==> src/design/psd_pkg.sv <==
`timescale 1ns / 1ps
// ----------------------------------------------------------------------------
// psd_pkg
// Shared widths, types and the square root step for the 3-D point to segment
// distance block.
// ----------------------------------------------------------------------------
package psd_pkg;

   localparam int COORD_W     = 24;
   localparam int DIFF_W      = COORD_W + 1;       // w and v components
   localparam int PROD_W      = 2 * DIFF_W;        // products, norms, magnitudes
   localparam int CROSS_W     = PROD_W + 1;        // signed cross components
   localparam int HALF_W      = DIFF_W;            // split of a magnitude for squaring
   localparam int RAD_W       = 2 * PROD_W;        // |w x v|^2
   localparam int ROOT_W      = RAD_W / 2;
   localparam int REM_W       = ROOT_W + 3;
   localparam int LEN_W       = DIFF_W;
   localparam int DIST_W      = COORD_W + 1;
   localparam int FRONT_STEPS = PROD_W / 2;
   localparam int BACK_STEPS  = ROOT_W;
   localparam int DIV_STEPS   = DIST_W;
   localparam int FRONT_DEPTH = 7 + FRONT_STEPS + 1;
   localparam int BACK_DEPTH  = BACK_STEPS + 1 + DIV_STEPS + 1;
   localparam int QUEUE_DEPTH = 4;
   localparam int QPTR_W      = 2;
   localparam int REQ_DATA_W  = 9 * COORD_W;
   localparam int RSP_DATA_W  = ((DIST_W + 7) / 8) * 8;

   typedef struct packed {
      logic [RAD_W-1:0]  rad;
      logic [REM_W-1:0]  rem;
      logic [ROOT_W-1:0] root;
   } sqrt_type;

   typedef struct packed {
      logic              degenerate;
      logic [LEN_W-1:0]  len;
      logic [RAD_W-1:0]  rad;
   } item_type;

   typedef struct packed {
      logic     valid;
      item_type item;
   } push_type;

   typedef struct packed {
      logic empty;
      logic full;
   } queue_status_type;

   // One restoring step of the bitwise square root: two radicand bits in,
   // one root bit out.
   function automatic sqrt_type sqrt_step(input sqrt_type s);
      sqrt_type         r;
      logic [REM_W-1:0] rem2;
      logic [REM_W-1:0] trial;
      rem2  = {s.rem[REM_W-3:0], s.rad[RAD_W-1 -: 2]};
      trial = {1'b0, s.root, 2'b01};
      r.rad = {s.rad[RAD_W-3:0], 2'b00};
      if (rem2 >= trial) begin
         r.rem  = rem2 - trial;
         r.root = {s.root[ROOT_W-2:0], 1'b1};
      end else begin
         r.rem  = rem2;
         r.root = {s.root[ROOT_W-2:0], 1'b0};
      end
      return r;
   endfunction

endpackage

==> src/design/psd_queue.sv <==
`timescale 1ns / 1ps
// ----------------------------------------------------------------------------
// psd_queue
// Four entry queue of classified items between front and back pipelines.
// ----------------------------------------------------------------------------
module psd_queue import psd_pkg::*; (
   input  logic             clock,
   input  logic             reset,
   input  push_type         push,
   input  logic             pop,
   output item_type         head,
   output queue_status_type status
);

   item_type          mem_ff [QUEUE_DEPTH];
   logic [QPTR_W-1:0] wr_ptr_ff, wr_ptr_in, rd_ptr_ff, rd_ptr_in;
   logic [QPTR_W:0]   count_ff, count_in;

   always_comb begin
      wr_ptr_in = push.valid ? wr_ptr_ff + 1'b1 : wr_ptr_ff;
      rd_ptr_in = pop ? rd_ptr_ff + 1'b1 : rd_ptr_ff;
      count_in  = count_ff;
      if (push.valid && !pop) begin
         count_in = count_ff + 1'b1;
      end else if (pop && !push.valid) begin
         count_in = count_ff - 1'b1;
      end
   end

   always_ff @(posedge clock) begin
      if (reset) begin
         wr_ptr_ff <= '0;
         rd_ptr_ff <= '0;
         count_ff  <= '0;
      end else begin
         wr_ptr_ff <= wr_ptr_in;
         rd_ptr_ff <= rd_ptr_in;
         count_ff  <= count_in;
      end
   end

   always_ff @(posedge clock) begin
      if (push.valid) begin
         mem_ff[wr_ptr_ff] <= push.item;
      end
   end

   assign head         = mem_ff[rd_ptr_ff];
   assign status.empty = (count_ff == '0);
   assign status.full  = (count_ff == (QPTR_W+1)'(QUEUE_DEPTH));

   a_no_overflow: assert property (@(posedge clock) disable iff (reset)
      push.valid |-> !status.full) else $error("push into full queue");
   a_no_underflow: assert property (@(posedge clock) disable iff (reset)
      pop |-> !status.empty) else $error("pop from empty queue");
   a_count_up: assert property (@(posedge clock) disable iff (reset)
      push.valid && !pop |=> count_ff == $past(count_ff) + 1'b1)
      else $error("queue count did not grow");
   a_count_down: assert property (@(posedge clock) disable iff (reset)
      pop && !push.valid |=> count_ff == $past(count_ff) - 1'b1)
      else $error("queue count did not shrink");

endmodule

==> config.mk <==
export PLATFORM = sky130hd
export DESIGN_NAME = psd_queue
export DESIGN_NICKNAME = d
export VERILOG_FILES = /design/src/design/psd_pkg.sv /design/src/design/psd_queue.sv
export SDC_FILE = /design/constraint.sdc
export NUM_CORES = 1
export LEC_CHECK = 0
export BUFFER_PORTS_ARGS = -buffer_cell sky130_fd_sc_hd__buf_4
export CORE_MARGIN = 2
export CORE_UTILIZATION = 50
export CTS_BUF_LIST = sky130_fd_sc_hd__clkbuf_16
export CTS_CLUSTER_DIAMETER = 30
export DETAILED_ROUTE_END_ITERATION = 8
export HOLD_SLACK_MARGIN = 0.08
export PLACE_DENSITY_LB_ADDON = 0.1
export SLEW_MARGIN = 20
export SYNTH_ARGS = -nofsm -noshare
export SYNTH_HDL_FRONTEND = slang
export SYNTH_SLANG_ARGS = --single-unit
==> constraint.sdc <==
create_clock -name clock -period 5.1 [get_ports clock]
set_input_delay 1.02 -clock clock [delete_from_list [all_inputs] [get_ports clock]]
set_output_delay 1.02 -clock clock [all_outputs]
set_load 0.05 [all_outputs]
==> reports/results.txt <==
P per Cell Area: 506 nW/um^2
Part of the power in registers: 0.403
Critical path type: reg2out
CTS tree: yes
Synth Area in XOR/XNOR: 0.00236
Clock Power Share: 0.477
Final Util: 0.662
Detailed-placement wirelength estimate: 20700 microns
Worst slew pin tran: 0.832 ns
Reg2reg end: mem_ff[2][122]
Post-CTS sizing: 0
Postcts setup bufs: 0
Distinct cells, synth: 21
Clock slew at reported path FFs: 0.05 ns
Fraction of layout cells with a size suffix above 1: 0.482
Net Sw Frac: 0.241
Initial antenna violation count: 3
Simple-gate area share of the yosys netlist: 0.00397
Nets: 1178
Dpl cell area: 21100 sq um
Clock Latency Late Sink: 0.60 ns
Status: completed
Synthesis-to-finish area growth: 30.4%
DRC errors left: 0
Final Setup Violations: 0
CP arrival: 2.71 ns
CTS Root Cell: clkbuf_16
Setup_tns: 0 ns
Setup skew after layout: 0.0122 ns
RSZ-0062 raised after global routing: no
FP Rows: 70
Grt met3 use: 0.0645
Sequential area share after synthesis: 0.824
Post-Syn Area: 18600 sq um
Chip width: 197 microns
Total die area: 38700 sq um
Setup crit end kind: output pin
Maximum vdd ir drop: 301 uV
Pin count of the biggest net entering global routing: 75
Die Ht: 197 microns
Synth top area share: 0.815
Synth Area in Adders: 0.00445
Worst slack, placed: 1.96 ns
H-tree levels: 3
Total chip power: 12.3 mW
Pre-antenna DRT Iters: 5
Largest family of logic cells by synthesized area: multiplexers
Deepest clock path buffer count: 3
Maximum fanout along the worst path: 38
Psw: 2.95 mW
Largest cells by area after synthesis: edfxtp_1, mux4_2, dfxtp_1
Power Internal: 9.30 mW
Total Wirelength: 36000 microns
Port buffer count: 257
WL per Instance: 22.6 microns
Total track usage: 0.189
Yosys reg bits: 513
LEAKAGE: 8.45 nW
Reg2Reg Launch Point: wr_ptr_ff[0]
Initial Util: 0.507
Compound-gate portion of the synthesized area: 0.000539
Rel. slew slack: 0.446
R2R Setup Slk: 2.95 ns
GRT met1 Usage: 0.243
Vias after detailed routing: 8469
Vias in the first global route: 9042
Worst r2r path cells: 4
GR Util met2: 0.299
Syn nets: 838
Initial detailed-routing violation count: 437
Max Cap Viol: 0
Grt ovf: 0
Fin crit period: 3.73 ns
Antenna Violating Nets Remaining: 0
Final Non-Filler Cells: 1589
TritonCTS Buffers: 96
Startpoint types: register
Placed Instances: 1412
Final Hold Viols: 0
Mux share of post-synthesis cell area: 0.154
Clock Sinks: 513
Grt peak-use layer: met2
WP data required: 4.08 ns
Part of the cycle the worst path needs: 0.731
Yosys Warn Count: 0
Setup WS post-layout: 1.37 ns
Logic gate share of total power: 0.120
Mean area per synthesized cell: 26.5 sq um
Vias per cell: 5.33
Mapped Cells: 702
# hold bufs at CTS: 0
Worst Hold Class: reg2reg
Placer congestion estimate: 0.708
Core Region: 36600 sq um
First-pass GRT wire length: 53800 microns
CP Capture Point: head[23]
Final slew viol count: 0
Final instance area: 24200 sq um
Yosys top cell by area: edfxtp_1
FMAX: 268 MHz
Final hold slack: 0.507 ns
IO Count: 258
layer usage:
layer  routed length [microns]  vias up
li1                          -     3744
met1                     14500     4395
met2                     17800      265
met3                      2780       61
met4                       819        4
met5                        24        -
cells in the mapped netlist (all sizes together):
library cell and number:
nor3 1, mux4 126, fa 1, buf 22
nor3b 1, edfxtp 504, clkbuf 7, nor2 7
xnor2 2, ha 5, nand2 1, inv 4
xor2 3, or3 1, and2 4, a21oi 1
o21ai 1, mux2i 2, dfxtp 9
power groups by stage:
stage | logic (mW) | registers [mW] | clock network (mW)
6_report | 1.47 | 4.93 | 5.85
4_1_cts | 1.50 | 4.94 | 5.96
3_5_place_dp | 1.49 | 5.01 | 0
5_1_grt | 1.54 | 4.95 | 6.17
2_1_floorplan | 1.02 | 4.99 | 0
3_3_place_gp | 1.49 | 5.00 | 0
critical path, stage by stage, from the launching register on:
cell and delay (ns):
dfxtp_4 0.86, buf_12 0.32, mux4_2 0.60, buf_4 0.22
area by class of cell:
cell class	count	area, sq um
Sequential cell	513	15300
Fill cell	2356	12400
Multi-Input combinational cell	156	3080
Clock buffer	99	2480
Timing Repair Buffer	271	2130
Clock inverter	77	603
Tap cell	468	586
Inverter	4	15.0
Antenna cell	1	2.50
how the worst min path moves through the flow:
| stage | endpoint | startpoint | cells past startpoint | slack (ns) |
|---|---|---|---|---|
| 4_1_cts | count_ff[2] | count_ff[2] | 2 | 0.50 |
| 2_1_floorplan | count_ff[2] | count_ff[2] | 2 | 0.47 |
| 6_report | count_ff[2] | count_ff[2] | 2 | 0.51 |
| 5_1_grt | count_ff[2] | count_ff[2] | 2 | 0.54 |
| 3_3_place_gp | count_ff[2] | count_ff[2] | 2 | 0.48 |
| 3_5_place_dp | count_ff[2] | count_ff[2] | 2 | 0.49 |
sequential cells by signal (all words and copies together), names as in the netlist, named ones only:
signal / cells
mem_ff: 504
count_ff: 3
wr_ptr_ff: 2
rd_ptr_ff: 2
placed cells by master, fill, tap and decap left out, types with 3 or more instances in the layout:
master | netlist | layout
and2_4 | 0 | 4
buf_12 | 0 | 8
buf_4 | 2 | 263
bufinv_16 | 0 | 9
clkbuf_16 | 0 | 99
clkinv_1 | 0 | 17
clkinv_2 | 0 | 17
clkinv_4 | 0 | 6
clkinvlp_4 | 0 | 3
dfxtp_1 | 9 | 7
edfxtp_1 | 504 | 504
ha_1 | 5 | 5
inv_1 | 4 | 26
inv_6 | 0 | 3
mux4_2 | 126 | 126
nor2_1 | 7 | 7
xor2_1 | 3 | 3
cells by family after synthesis:
logic type / Yosys count
flip-flops: 513
multiplexers: 128
buffers and inverters: 33
AND/OR/NAND/NOR: 15
adder cells (fa/ha/maj): 6
XOR/XNOR: 5
AO/OA/AOI/OAI: 2
Note: power is estimated with default switching activity, not from simulation.
